`src/hw/rtl/nwb_pkg.sv`:
```
// nwb_pkg: shared constants, codes and types of the normalized window blur.
// No dependencies; compiled first.
`default_nettype none
package nwb_pkg;
	localparam int DEF_MAX_WIDTH  = 1024;
	localparam int DEF_MAX_WINDOW = 5;
	localparam int HEIGHT_LIMIT   = 4096;
	localparam int CHANNELS       = 3;

	localparam int OP_W    = 2;
	localparam int WIDX_W  = 5;
	localparam int PIX_W   = 8;
	localparam int COL_W   = 10;
	localparam int ROW_W   = 12;
	localparam int CFG_W   = 13;
	localparam int CFGI_W  = 2;

	// sized for a window of up to 9x9
	localparam int ACC_W   = 23;
	localparam int WSUM_W  = 15;
	localparam int QUO_W   = 8;

	localparam logic [OP_W-1:0] OP_LOAD  = 2'd0;
	localparam logic [OP_W-1:0] OP_PIXEL = 2'd1;
	localparam logic [OP_W-1:0] OP_DRAIN = 2'd2;
	localparam logic [OP_W-1:0] OP_NOP   = 2'd3;

	localparam logic [CFGI_W-1:0] REG_WIDTH    = 2'd0;
	localparam logic [CFGI_W-1:0] REG_HEIGHT   = 2'd1;
	localparam logic [CFGI_W-1:0] REG_WINDOW   = 2'd2;
	localparam logic [CFGI_W-1:0] REG_CHANNELS = 2'd3;

	typedef struct packed {
		logic              start;
		logic [ACC_W-1:0]  dividend;
		logic [WSUM_W-1:0] divisor;
	} div_req_t;

	typedef struct packed {
		logic             busy;
		logic             done;
		logic [QUO_W-1:0] quotient;
	} div_rsp_t;
endpackage
`default_nettype wire

```
`src/hw/rtl/nwb_divider.sv`:
```
// nwb_divider: restoring divider, one quotient bit per cycle, 8-bit quotient.
// Depends on nwb_pkg (div_req_t, div_rsp_t).
`default_nettype none
module nwb_divider (
	input  wire logic              clk,
	input  wire logic              arst_n,
	input  wire nwb_pkg::div_req_t req,
	output nwb_pkg::div_rsp_t      rsp
);
	localparam int AW = nwb_pkg::ACC_W;
	localparam int QW = nwb_pkg::QUO_W;

	logic              busy_q;
	logic              done_q;
	logic [2:0]        cnt_q;
	logic [AW-1:0]     rem_q;
	logic [AW-1:0]     den_q;
	logic [QW-1:0]     quo_q;
	logic              fits;

	assign fits = rem_q >= den_q;

	always_ff @(posedge clk or negedge arst_n) begin
		if (!arst_n) begin
			busy_q <= 1'b0;
			done_q <= 1'b0;
			cnt_q  <= '0;
		end else if (req.start) begin
			busy_q <= 1'b1;
			done_q <= 1'b0;
			cnt_q  <= 3'(QW - 1);
		end else if (busy_q) begin
			cnt_q <= cnt_q - 3'd1;
			if (cnt_q == 3'd0) begin
				busy_q <= 1'b0;
				done_q <= 1'b1;
			end
		end else begin
			done_q <= 1'b0;
		end
	end

	always_ff @(posedge clk) begin
		if (req.start) begin
			rem_q <= req.dividend;
			den_q <= AW'(req.divisor) << (QW - 1);
			quo_q <= '0;
		end else if (busy_q) begin
			if (fits) begin
				rem_q <= rem_q - den_q;
			end
			quo_q <= {quo_q[QW-2:0], fits};
			den_q <= den_q >> 1;
		end
	end

	assign rsp.busy     = busy_q;
	assign rsp.done     = done_q;
	assign rsp.quotient = quo_q;
endmodule
`default_nettype wire

```
`config.mk`:
```
export PLATFORM = sky130hd
export DESIGN_NAME = nwb_divider
export DESIGN_NICKNAME = d
export VERILOG_FILES = /design/src/hw/rtl/nwb_pkg.sv /design/src/hw/rtl/nwb_divider.sv
export SDC_FILE = /design/constraint.sdc
export NUM_CORES = 1
export LEC_CHECK = 0
export BUFFER_PORTS_ARGS = -buffer_cell sky130_fd_sc_hd__buf_2
export CORE_ASPECT_RATIO = 1.25
export CORE_MARGIN = 3
export CORE_UTILIZATION = 45
export CTS_CLUSTER_DIAMETER = 80
export DETAILED_ROUTE_END_ITERATION = 8
export PLACE_DENSITY = 0.66
export SYNTH_ARGS = -nofsm -noshare
export SYNTH_HDL_FRONTEND = slang
export SYNTH_SLANG_ARGS = --single-unit
```
`constraint.sdc`:
```
create_clock -name clk -period 6.65 [get_ports clk]
set_input_delay 0.9975 -clock clk [delete_from_list [all_inputs] [get_ports clk]]
set_output_delay 0.9975 -clock clk [all_outputs]
set_load 0.01 [all_outputs]
```
== Word-level counts from Yosys, hierarchy flattened ==
Index checks and enable logic that the tools add are counted.

* Add/sub/neg operators: 2
* Order comparisons: 1
* Equal/unequal tests: 1
* Mux-type cells: 13
* Reduce and logical (&&, ||, !) cells: 4

{| class="wikitable"
|+ Operators with widths
! operator !! number
|-
| 2-to-1 mux 23 bit || 3
|-
| 2-to-1 mux 22 bit || 2
|-
| >= comparator 23 x 22 -> 1 bit || 1
|-
| subtractor 23 x 22 -> 23 bit || 1
|-
| 2-to-1 mux 1 bit || 6
|-
| 2-to-1 mux 3 bit || 2
|-
| nonzero test 2 bit || 2
|-
| logical NOT 3 bit || 1
|-
| != test 3 x 2 -> 1 bit, second input constant || 1
|-
| subtractor 3 x 1 -> 3 bit, second input constant || 1
|-
| AND reduction 2 bit || 1
|}

* Register bits after elaboration: 58
* Input bits: 41
* Output and inout bits: 10

== Logic depth before layout (Yosys ltp) ==
Gate-level depths: netlist (run 1).

* Depth after elaboration: 4
* Depth in mapped cells: 10

== Worst setup path after synthesis (run 1) ==
OpenSTA, ideal clock, no wires.

* Kind: input to register
* Start: input req[38] (netlist bit)
* End: register rem_q[0], enable pin
* Setup time: 383 ps
* Data arrival time: 2750 ps
* Setup slack: 3516 ps
* Stages: 5
* Buffers on the path: 2
* Path through: clkbuf_1 inv_1 clkbuf_1 nand2_1 o31a_1

* Longest elaborated chain between the ends: 2

{| class="wikitable"
|+ Ends and longest elaborated chain
! item !! RTL line !! text
|-
| start: declaration || nwb_divider.sv:7 || <nowiki>input wire nwb_pkg::div_req_t req,</nowiki>
|-
| nonzero test 2 bit (no line) || -- ||
|-
| AND reduction 2 bit (no line) * || -- ||
|-
| end signal: assignment || nwb_divider.sv:45 || <nowiki>rem_q <= req.dividend;</nowiki>
|-
| end signal: assignment || nwb_divider.sv:50 || <nowiki>rem_q <= rem_q - den_q;</nowiki>
|-
| end: declaration || nwb_divider.sv:16 || <nowiki>logic [AW-1:0] rem_q;</nowiki>
|}

Every way passes the cells marked *; elsewhere a longest branch is shown, timed or not.
A chain may end at the register's enable or synchronous reset.

== Worst setup path after layout (run 1) ==
* Start: register busy_q
* End: register rem_q[1], enable pin

* Longest elaborated chain between the ends: 2

{| class="wikitable"
|+ Ends and longest elaborated chain
! item !! RTL line !! text
|-
| start: declaration || nwb_divider.sv:13 || <nowiki>logic busy_q;</nowiki>
|-
| start signal: assignment || nwb_divider.sv:25 || <nowiki>busy_q <= 1'b0;</nowiki>
|-
| start signal: assignment || nwb_divider.sv:29 || <nowiki>busy_q <= 1'b1;</nowiki>
|-
| start signal: assignment || nwb_divider.sv:35 || <nowiki>busy_q <= 1'b0;</nowiki>
|-
| nonzero test 2 bit (no line) || -- ||
|-
| AND reduction 2 bit (no line) || -- ||
|}

No other way between the ends.

==> results of run 1 <==
==> Yosys cell counts (all sizes together), types with 2 or more instances <==
library cell  count  share of area (%)
a311oi            3               0.71
o21ai            33                4.6
clkbuf           12                1.2
a221oi            2               0.47
ha               24                8.1
edfxtp           38                 31
nor3              4               0.68
a21o              5                1.0
nand3             6               0.81
nor2             35                3.5
nand2b            5               0.84
o31a              2               0.47
nor2b             5               0.84
o31ai            16                3.2
o211ai            2               0.41
and3              3               0.51
a21boi            2               0.51
nand2            51                5.2
and2              6                1.0
xor2              3               0.71
mux2              2               0.71
a21oi            18                2.6
xnor2             7                1.7
dfrtp             5                3.4
or3               2               0.34
or4               2               0.41
a211oi            8                1.8
inv              34                3.4
mux2i            17                4.6
o21a              2               0.41
o221ai            4                1.1
a22o              2               0.71
buf               8                1.0
dfxtp            15                8.1
==> registers in the layout, indices dropped and copies added, names as in the netlist <==
name / count
cnt_q: 3
done_q: 1
rem_q: 23
quo_q: 8
busy_q: 1
den_q: 22
==> final timing paths <==
path,startpoint,endpoint,slack [ps],cells past startpoint
worst min register to register,cnt_q[1],cnt_q[1],510,2
min in group clk,cnt_q[1],cnt_q[1],510,2
worst min-delay path,arst_n,cnt_q[1],450,1
worst max register to register,busy_q,rem_q[1],3390,5
max in group asynchronous,arst_n,cnt_q[0],6040,1
worst max-delay path,busy_q,rem_q[1],3390,5
==> report_power, final <==
group	total (uW)	leakage, uW	internal (uW)	switching, uW
clock network	343	0.000111	184	159
logic	810	0.00121	332	478
registers	540	0.000583	503	36.8
==> metrics by stage <==
step                      instances  util, %
after global placement          529    50.94
after floorplan                 401        -
after CTS                       545    53.67
after detailed placement        529    50.94
after global routing            545    53.67
final                           545    53.67
==> logic make-up after synthesis <==
group | after synthesis | share of synthesized area (%)
DFF | 58 | 42.27
AOI/OAI and AO/OA | 108 | 20.12
xor gates and xnor gates | 10 | 2.363
and+or+nand+nor | 126 | 15.53
adders and majority gates | 25 | 8.643
muxes | 19 | 5.300
buffers and inverters | 55 | 5.773
==> per-layer routing <==
metal	track usage [%]	part of all wire, %	vias to the layer above
met2	31.16	49	52
met3	3.828	3.5	14
li1	-	-	1535
met5	0	0	-
met4	6.689	1.9	0
met1	24.00	46	1420
==> placed cells by master, fill, tap and decap left out, types with 4 or more instances in the layout <==
cell,n
a21o_1,4
clkbuf_8,9
a21oi_1,16
nor2b_1,5
buf_2,50
xnor2_1,7
ha_1,24
inv_1,34
dfrtp_1,5
nand2b_1,5
edfxtp_1,38
o21ai_1,5
o21ai_0,27
nand2_1,51
and2_1,6
nand3_1,6
nor2_1,35
mux2i_1,17
dfxtp_1,15
o31ai_1,16
a211oi_1,7
==> cell type report <==
| cell class | count | area (um2) |
|---|---|---|
| multi-input cells | 288 | 1926 |
| inverters | 35 | 131.4 |
| repair buffers | 53 | 272.8 |
| fillers | 760 | 3652 |
| clock buffers | 11 | 173.9 |
| clock inverters | 5 | 41.29 |
| flip-flops and latches | 58 | 1567 |
| well taps | 95 | 118.9 |
==> worst max-delay path, delay by kind of cell (launching register included) <==
| family | cells | cell delay, ps |
|---|---|---|
| buffers and inverters | 3 | 1210 |
| and+or+nand+nor | 1 | 800 |
| AOI/OAI and AO/OA | 1 | 610 |
| DFF | 1 | 330 |
==> impl_metrics.yaml, run 1 <==
detailed_routing:
  first_iter_violations: 186
  wl_per_cell_um: 15.33
  dr.pass1.iters: 4
  via_count: 3021
  drc: 0
  viasPerCell: 5.543
  antenna_left: 0
  totalWireLength_um: 8357
layout:
  drive_above_1_share_pct: 18.22
  syn2layout_area_growth_pct: 14.15
  final_cell_area_um2: 4230
  num-nets-final: 511
  n_antenna_cell: 0
worst_setup_path:
  crit_chain: "buf_4, clkinv_1, nand2_1, o31a_1, buf_4"
  cp-end-kind: "flop"
  crit_required_ps: 6680
  path_class: "flop to flop"
  crit_top_cell: "buf_4"
  critPathArrivalTime_ps: 3290
  max_stage_delay_ps: 800
  crit_fanout: 22
  critPathLaunchType: "flop"
  crit_slowest_cell: "nand2_1"
floorplan:
  ios: 51
  start_util_pct: 47.02
  die_y_um: 107.5
  coreArea_um2: 7883
  die_area_um2: 9367
  fp.dieW_um: 87.17
  rows: 36
placement:
  dpl_cell_area_um2: 4015
  dp_hpwl_um: 5815
  routabilityCongestion: 0.8555
  pre_cts_ws_ps: 3249
  io_buffers: 50
cts:
  root_buffer: "clkbuf_8"
  cts_resized: 0
  cts_setup_buffers: 0
  h-tree-depth: 3
  insertion_delay_ps: 350
  cts_tree: "done"
  clock_sinks: 58
  clk_pin_slew_ps: 80
  clk_path_buf_depth: 2
  hold_buffers: 0
  cts_made_buffers: 9
yosys:
  synthArstFlopShare_pct: 8.621
  synth_seq_cells: 58
  syn_nets: 467
  ys.flop_type: "edfxtp_1"
  synth-seq-area-share_pct: 42.27
  syn_area_per_cell_um2: 9.242
  synth_edf_count: 38
  yosysUniqueCellTypes: 63
  ys_warn_count: 0
  syn-instance-count: 401
  syn-cell-area_um2: 3706
sta:
  fin_crit_ps: 3255
  rsz0062_at_grt: "false"
  tns_ps: 0
  fmax_ghz: 0.3072
  setup_ws_ps: 3395
  tightest_slew_ps: 873.2
  skew_ps: 11.09
  setup-violations-final: 0
  slew_headroom_pct: 41.79
  report.final.slew_viol_count: 0
  whs_ps: 454.6
  final.period_utilization_pct: 48.95
  final_hold_viol_count: 0
power:
  leakage_uw: 0.001903
  peakVddDrop_mv: 0.1640
  total_power_uw: 1693
  power.density_nw_per_um2: 400.3
grt:
  grt_overflow: 0
  grt_start_max_net_pins: 94
  grt_usage_pct: 18.76
  grt_first_pass_wirelength_um: 13730
  antenna_found_initial: 0
  grt_pass1_vias: 2948
job:
  max_cap_violations: 0
outcome:
  status: "completed"
hold_path:
  hold_class: "primary input to async pin"
Power figures use the tool's default switching activity.
==> inputs of run 2 (changes only) <==
--- a/config.mk
+++ b/config.mk
@@ -11,7 +11,7 @@
 export CORE_UTILIZATION = 45
 export CTS_CLUSTER_DIAMETER = 80
 export DETAILED_ROUTE_END_ITERATION = 8
-export PLACE_DENSITY = 0.66
+export PLACE_DENSITY = 0.68
 export SYNTH_ARGS = -nofsm -noshare
 export SYNTH_HDL_FRONTEND = slang
 export SYNTH_SLANG_ARGS = --single-unit
==> constraint.sdc (replaced) <==
create_clock -name clk -period 2.95 [get_ports clk]
set_input_delay 0.4425 -clock clk [delete_from_list [all_inputs] [get_ports clk]]
set_output_delay 0.4425 -clock clk [all_outputs]
set_load 0.01 [all_outputs]
==> run 2 against run 1 <==
Net effect:
- die area unchanged
- register-to-register slack worse by 3100 ps
- design area up 1.7%
- power up 130%
- critical path depth up 5
- via count up 1.1%
- clock skew up 2.4 ps
- global-route usage up 0.82 points
- first-iteration DRC count down 11%
- combinational power up 130%
- sequential cell count unchanged
- critical path type unchanged
- critical endpoint is now rem_q[18]
- largest cell class unchanged
- highest routed layer unchanged
==> impl_metrics.yaml, run 2 (same netlist as run 1, synthesis figures left out) <==
outcome:
  status: "completed"
layout:
  drive_above_1_share_pct: 20.13
  num-nets-final: 523
  largest_reg_flops: 23
  layout_common_cells: "nand2_1, buf_2, edfxtp_1"
  top_register: "rem_q"
  final_common_cell: "nand2_1"
  syn2layout_area_growth_pct: 16.14
  reg.largest.list: "rem_q: 23 flops, den_q: 22 flops, quo_q: 8 flops"
  n_antenna_cell: 0
power:
  power.density_nw_per_um2: 888.9
  peakVddDrop_mv: 0.4506
  leakage_uw: 0.001954
worst_setup_path:
  crit_start: "rem_q[0]"
  crit_slowest_cell: "fa_1"
  r2r_start: "rem_q[0]"
  cp-end-kind: "flop"
  path_class: "flop to flop"
  reg2reg_depth: 10
  endpoint: "rem_q[18]"
  timing.rr.end: "rem_q[18]"
  ff2ff_setup_slack_ps: 310
  crit_fanout: 4
  crit_required_ps: 3170
  critPathArrivalTime_ps: 2870
  crit_top_cell: "inv_1"
  critPathLaunchType: "flop"
  crit_chain: "inv_1, ha_1, inv_1, fa_1, a211oi_2, o21bai_2, a22o_1, a22o_4, mux2_4, a21oi_2"
  max_stage_delay_ps: 430
sta:
  whs_ps: 351.2
  slew_headroom_pct: 65.80
  tns_ps: 0
  tightest_slew_ps: 513.0
  final.period_utilization_pct: 89.64
  rsz0062_at_grt: "false"
  skew_ps: 13.53
  setup-violations-final: 0
  report.final.slew_viol_count: 0
  final_hold_viol_count: 0
  fmax_ghz: 0.3782
  fin_crit_ps: 2644
cts:
  h-tree-depth: 3
  cts_setup_buffers: 0
  cts_made_buffers: 9
  insertion_delay_ps: 360
  hold_buffers: 1
  clk_pin_slew_ps: 80
  root_buffer: "clkbuf_8"
  clock_sinks: 58
  clk_path_buf_depth: 2
  cts_tree: "done"
  cts_resized: 0
floorplan:
  start_util_pct: 47.02
  coreArea_um2: 7883
  fp.dieW_um: 87.17
  rows: 36
  ios: 51
  die_y_um: 107.5
  die_area_um2: 9367
grt:
  antenna_found_initial: 0
  grt_pass1_vias: 2921
  grt_start_max_net_pins: 26
  grt_overflow: 0
  grt_usage_pct: 19.58
  grt_first_pass_wirelength_um: 14120
placement:
  routabilityCongestion: 0.8785
  io_buffers: 50
  dp_hpwl_um: 6234
detailed_routing:
  via_count: 3055
  dr.pass1.iters: 4
  totalWireLength_um: 8597
  wl_per_cell_um: 15.43
  antenna_left: 0
  first_iter_violations: 165
  drc: 0
  viasPerCell: 5.485
hold_path:
  hold_class: "primary input to flop"
job:
  max_cap_violations: 0
## run 2: how the worst min path moves through the flow
stage,from,depth (start not counted),endpoint,slack [ps]
after CTS,req[3],3,den_q[10],350
after detailed placement,arst_n,1,cnt_q[2],270
final,req[3],3,den_q[10],350
after global placement,arst_n,1,done_q,260
after floorplan,arst_n,0,busy_q,150
after global routing,req[6],3,den_q[13],370
## run 2: worst max-delay path, delay by kind of cell (launching register included)
| family | cells | cell delay, ps |
|---|---|---|
| AOI/OAI and AO/OA | 5 | 1130 |
| adders and majority gates | 2 | 590 |
| buffers and inverters | 2 | 110 |
| DFF | 1 | 370 |
| muxes | 1 | 300 |
## run 2: power by group
group | switching [uW] | internal [uW] | total (uW)
Sequential | 82.3 | 1130 | 1220
Clock | 361 | 380 | 741
Combinational | 1080 | 790 | 1870
## run 2: cell type report
class                      instances  area (um2)
clock buffer                      11       162.7
clock inverter                     5       33.78
fill                             715        3578
inverter                          35       131.4
multi-input combinational        288        1926
sequential                        58        1567
tap                               95       118.9
timing repair buffer              65       365.4
## run 2: per-stage QoR
stage	worst slack (ps)	area [um2]	util, %	power [uW]	instances
2_1_floorplan	278.1	3706	-	2626	401
3_3_place_gp	393.6	4098	51.98	3051	540
3_5_place_dp	312.9	4098	51.98	3070	540
4_1_cts	290.9	4304	54.60	3829	557
5_1_grt	110.2	4304	54.60	4130	557
6_report	305.6	4304	54.60	3826	557
## run 2: layer usage
layer  GRT usage, %  share of wire, %  up-vias  wire [um]
li1               -                 -     1556          -
met2          31.87                48       83       4142
met3          4.518               6.3       11        544
met1          25.61                44     1405       3788
met5              0                 0        -          0
met4          6.360               1.4        0        122
==> inputs of run 3 (changes only) <==
--- a/config.mk
+++ b/config.mk
@@ -11,6 +11,7 @@
 export CORE_UTILIZATION = 45
 export CTS_CLUSTER_DIAMETER = 80
 export DETAILED_ROUTE_END_ITERATION = 8
+export GPL_TIMING_DRIVEN = 0
 export PLACE_DENSITY = 0.68
 export SYNTH_ARGS = -nofsm -noshare
 export SYNTH_HDL_FRONTEND = slang
==> run 3 against run 2 <==
Net effect:
- non-clock buffer count grew 6
- cell count grew 1.1%
- sequential cell count is the same
- first-iteration DRC count grew 31%
- count of clock-buffer cells in the layout grew 2
- combinational power is essentially flat
- register-to-register slack lost 140 ps
- die area is the same
- worst setup slack lost 140 ps
- wire length grew 8.4%
- power grew 0.60%
- via count grew 2.6%
- largest power group unchanged
- highest routed layer unchanged
==> impl_metrics.yaml, run 3 (same netlist as run 1, synthesis figures left out) <==
outcome:
  status: "completed"
layout:
  fin_util_pct: 54.76
  layout_common_cells: "nand2_1, buf_2, edfxtp_1"
  fill_cells: 743
  syn2layout_area_growth_pct: 16.48
  reg.largest.list: "rem_q: 23 flops, den_q: 22 flops, quo_q: 8 flops"
  num-nets-final: 529
  top_register: "rem_q"
  n_antenna_cell: 0
  final_cell_area_um2: 4317
  largest_reg_flops: 23
  drive_above_1_share_pct: 17.74
power:
  p_clk_share_pct: 19.9
  peakVddDrop_mv: 0.5264
  leakage_uw: 0.001956
  switching_share_pct: 39.84
  power_frac_seq_pct: 31.7
  combPwrFrac_pct: 48.5
  power.internal_uw: 2315
  power.density_nw_per_um2: 891.6
  p_switching_uw: 1533
worst_setup_path:
  crit_required_ps: 2970
  crit_fanout: 23
  reg2reg_depth: 8
  critPathLaunchType: "flop"
  critPathArrivalTime_ps: 2800
  cp-end-kind: "flop"
  path_class: "flop to flop"
grt:
  antenna_found_initial: 0
  grt_pass1_vias: 3058
  grt_first_pass_wirelength_um: 14710
  grt_start_max_net_pins: 24
  grt_usage_pct: 20.63
  grt_overflow: 0
hold_path:
  hold_path_depth: 3
  hold_class: "primary input to flop"
placement:
  pre_cts_ws_ps: -852.0
  dp_hpwl_um: 6728
  routabilityCongestion: 0.8674
  io_buffers: 50
  dpl_cell_area_um2: 4075
floorplan:
  coreArea_um2: 7883
  die_area_um2: 9367
  die_y_um: 107.5
  ios: 51
  start_util_pct: 47.02
  fp.dieW_um: 87.17
  rows: 36
cts:
  root_buffer: "clkbuf_8"
  insertion_delay_ps: 360
  cts_made_buffers: 9
  clk_pin_slew_ps: 80
  h-tree-depth: 3
  cts_setup_buffers: 0
  cts_tree: "done"
  clock_sinks: 58
  clk_path_buf_depth: 2
detailed_routing:
  dr.pass1.iters: 4
  first_iter_violations: 216
  wl_per_cell_um: 16.55
  viasPerCell: 5.567
  via_count: 3134
  antenna_left: 0
  totalWireLength_um: 9317
  drc: 0
sta:
  report.final.slew_viol_count: 0
  final_hold_viol_count: 0
  whs_ps: 356.5
  skew_ps: 11.48
  fmax_ghz: 0.3589
  tightest_slew_ps: 723.8
  fin_crit_ps: 2786
  setup_ws_ps: 163.8
  setup-violations-final: 0
  tns_ps: 0
  final.period_utilization_pct: 94.45
  slew_headroom_pct: 51.75
job:
  max_cap_violations: 0
[run 3: changes by cell type in the layout (fill, tap and decap cells not counted)]
cell,previous run,this run
a221oi_1,2,1
a221oi_2,0,1
buf_1,0,6
buf_4,14,2
clkbuf_1,0,13
clkbuf_16,1,2
clkinv_4,1,0
inv_6,1,0
nand2_1,51,50
nand2_2,0,1
nor3_2,1,0
nor3_4,0,1
o31a_1,2,1
o31a_4,0,1
[run 3: path summary, 6_finish.rpt]
path | start | endpoint | slack, ps
worst min-delay path | req[3] | den_q[10] | 360
max in group asynchronous | arst_n | cnt_q[1] | 2390
min in group asynchronous | arst_n | busy_q | 430
worst max-delay path | den_q[7] | rem_q[18] | 160
worst min register to register | den_q[0] | den_q[0] | 500
worst max register to register | den_q[7] | rem_q[18] | 160
[run 3: layer usage]
metal / GRT usage, % / wire length (um)
met5: 0 / 0
met2: 33.66 / 4492
met3: 3.216 / 383
met4: 10.75 / 277
met1: 26.07 / 4164
[run 3: power groups by stage]
stage / clock network (uW) / logic, uW / registers, uW
floorplan: 0 / 1410 / 1210
global placement: 0 / 1770 / 1230
detailed placement: 0 / 1800 / 1240
CTS: 778 / 1820 / 1220
global route: 807 / 2070 / 1240
finish: 765 / 1870 / 1220
[run 3: what timing repair did]
item                                    in CTS  in global routing
hold buffers                                 1                  0
endpoints found under the setup margin      23                 14
resized for setup                            3                  2
pin swaps                                    0                  0
endpoints found under the hold margin        5                  0
[run 3: worst max-delay path, stage by stage, from the launching register on]
cell	delay [ps]
edfxtp_1	390
inv_1	60
ha_1	360
nand3_1	210
nor3_4	310
a21boi_2	330
o21ai_2	160
a21oi_1	240
o31a_4	390
[run 3: layout make-up]
class	count	area [um2]	share of cell area [%]
Multi-Input combinational cell	288	1949	45.16
Inverter	35	131.4	3.043
Buffer	20	82.58	1.913
Timing Repair Buffer	51	260.3	6.029
Clock inverter	3	16.27	0.3768
Tap cell	95	118.9	2.754
Clock buffer	13	191.4	4.435
Sequential cell	58	1567	36.29
[run 3: metrics by stage]
stage,cells,total power (uW)
after floorplan,401,2626
after global placement,546,2992
after detailed placement,546,3036
after CTS,563,3819
after global routing,563,4122
final,563,3849
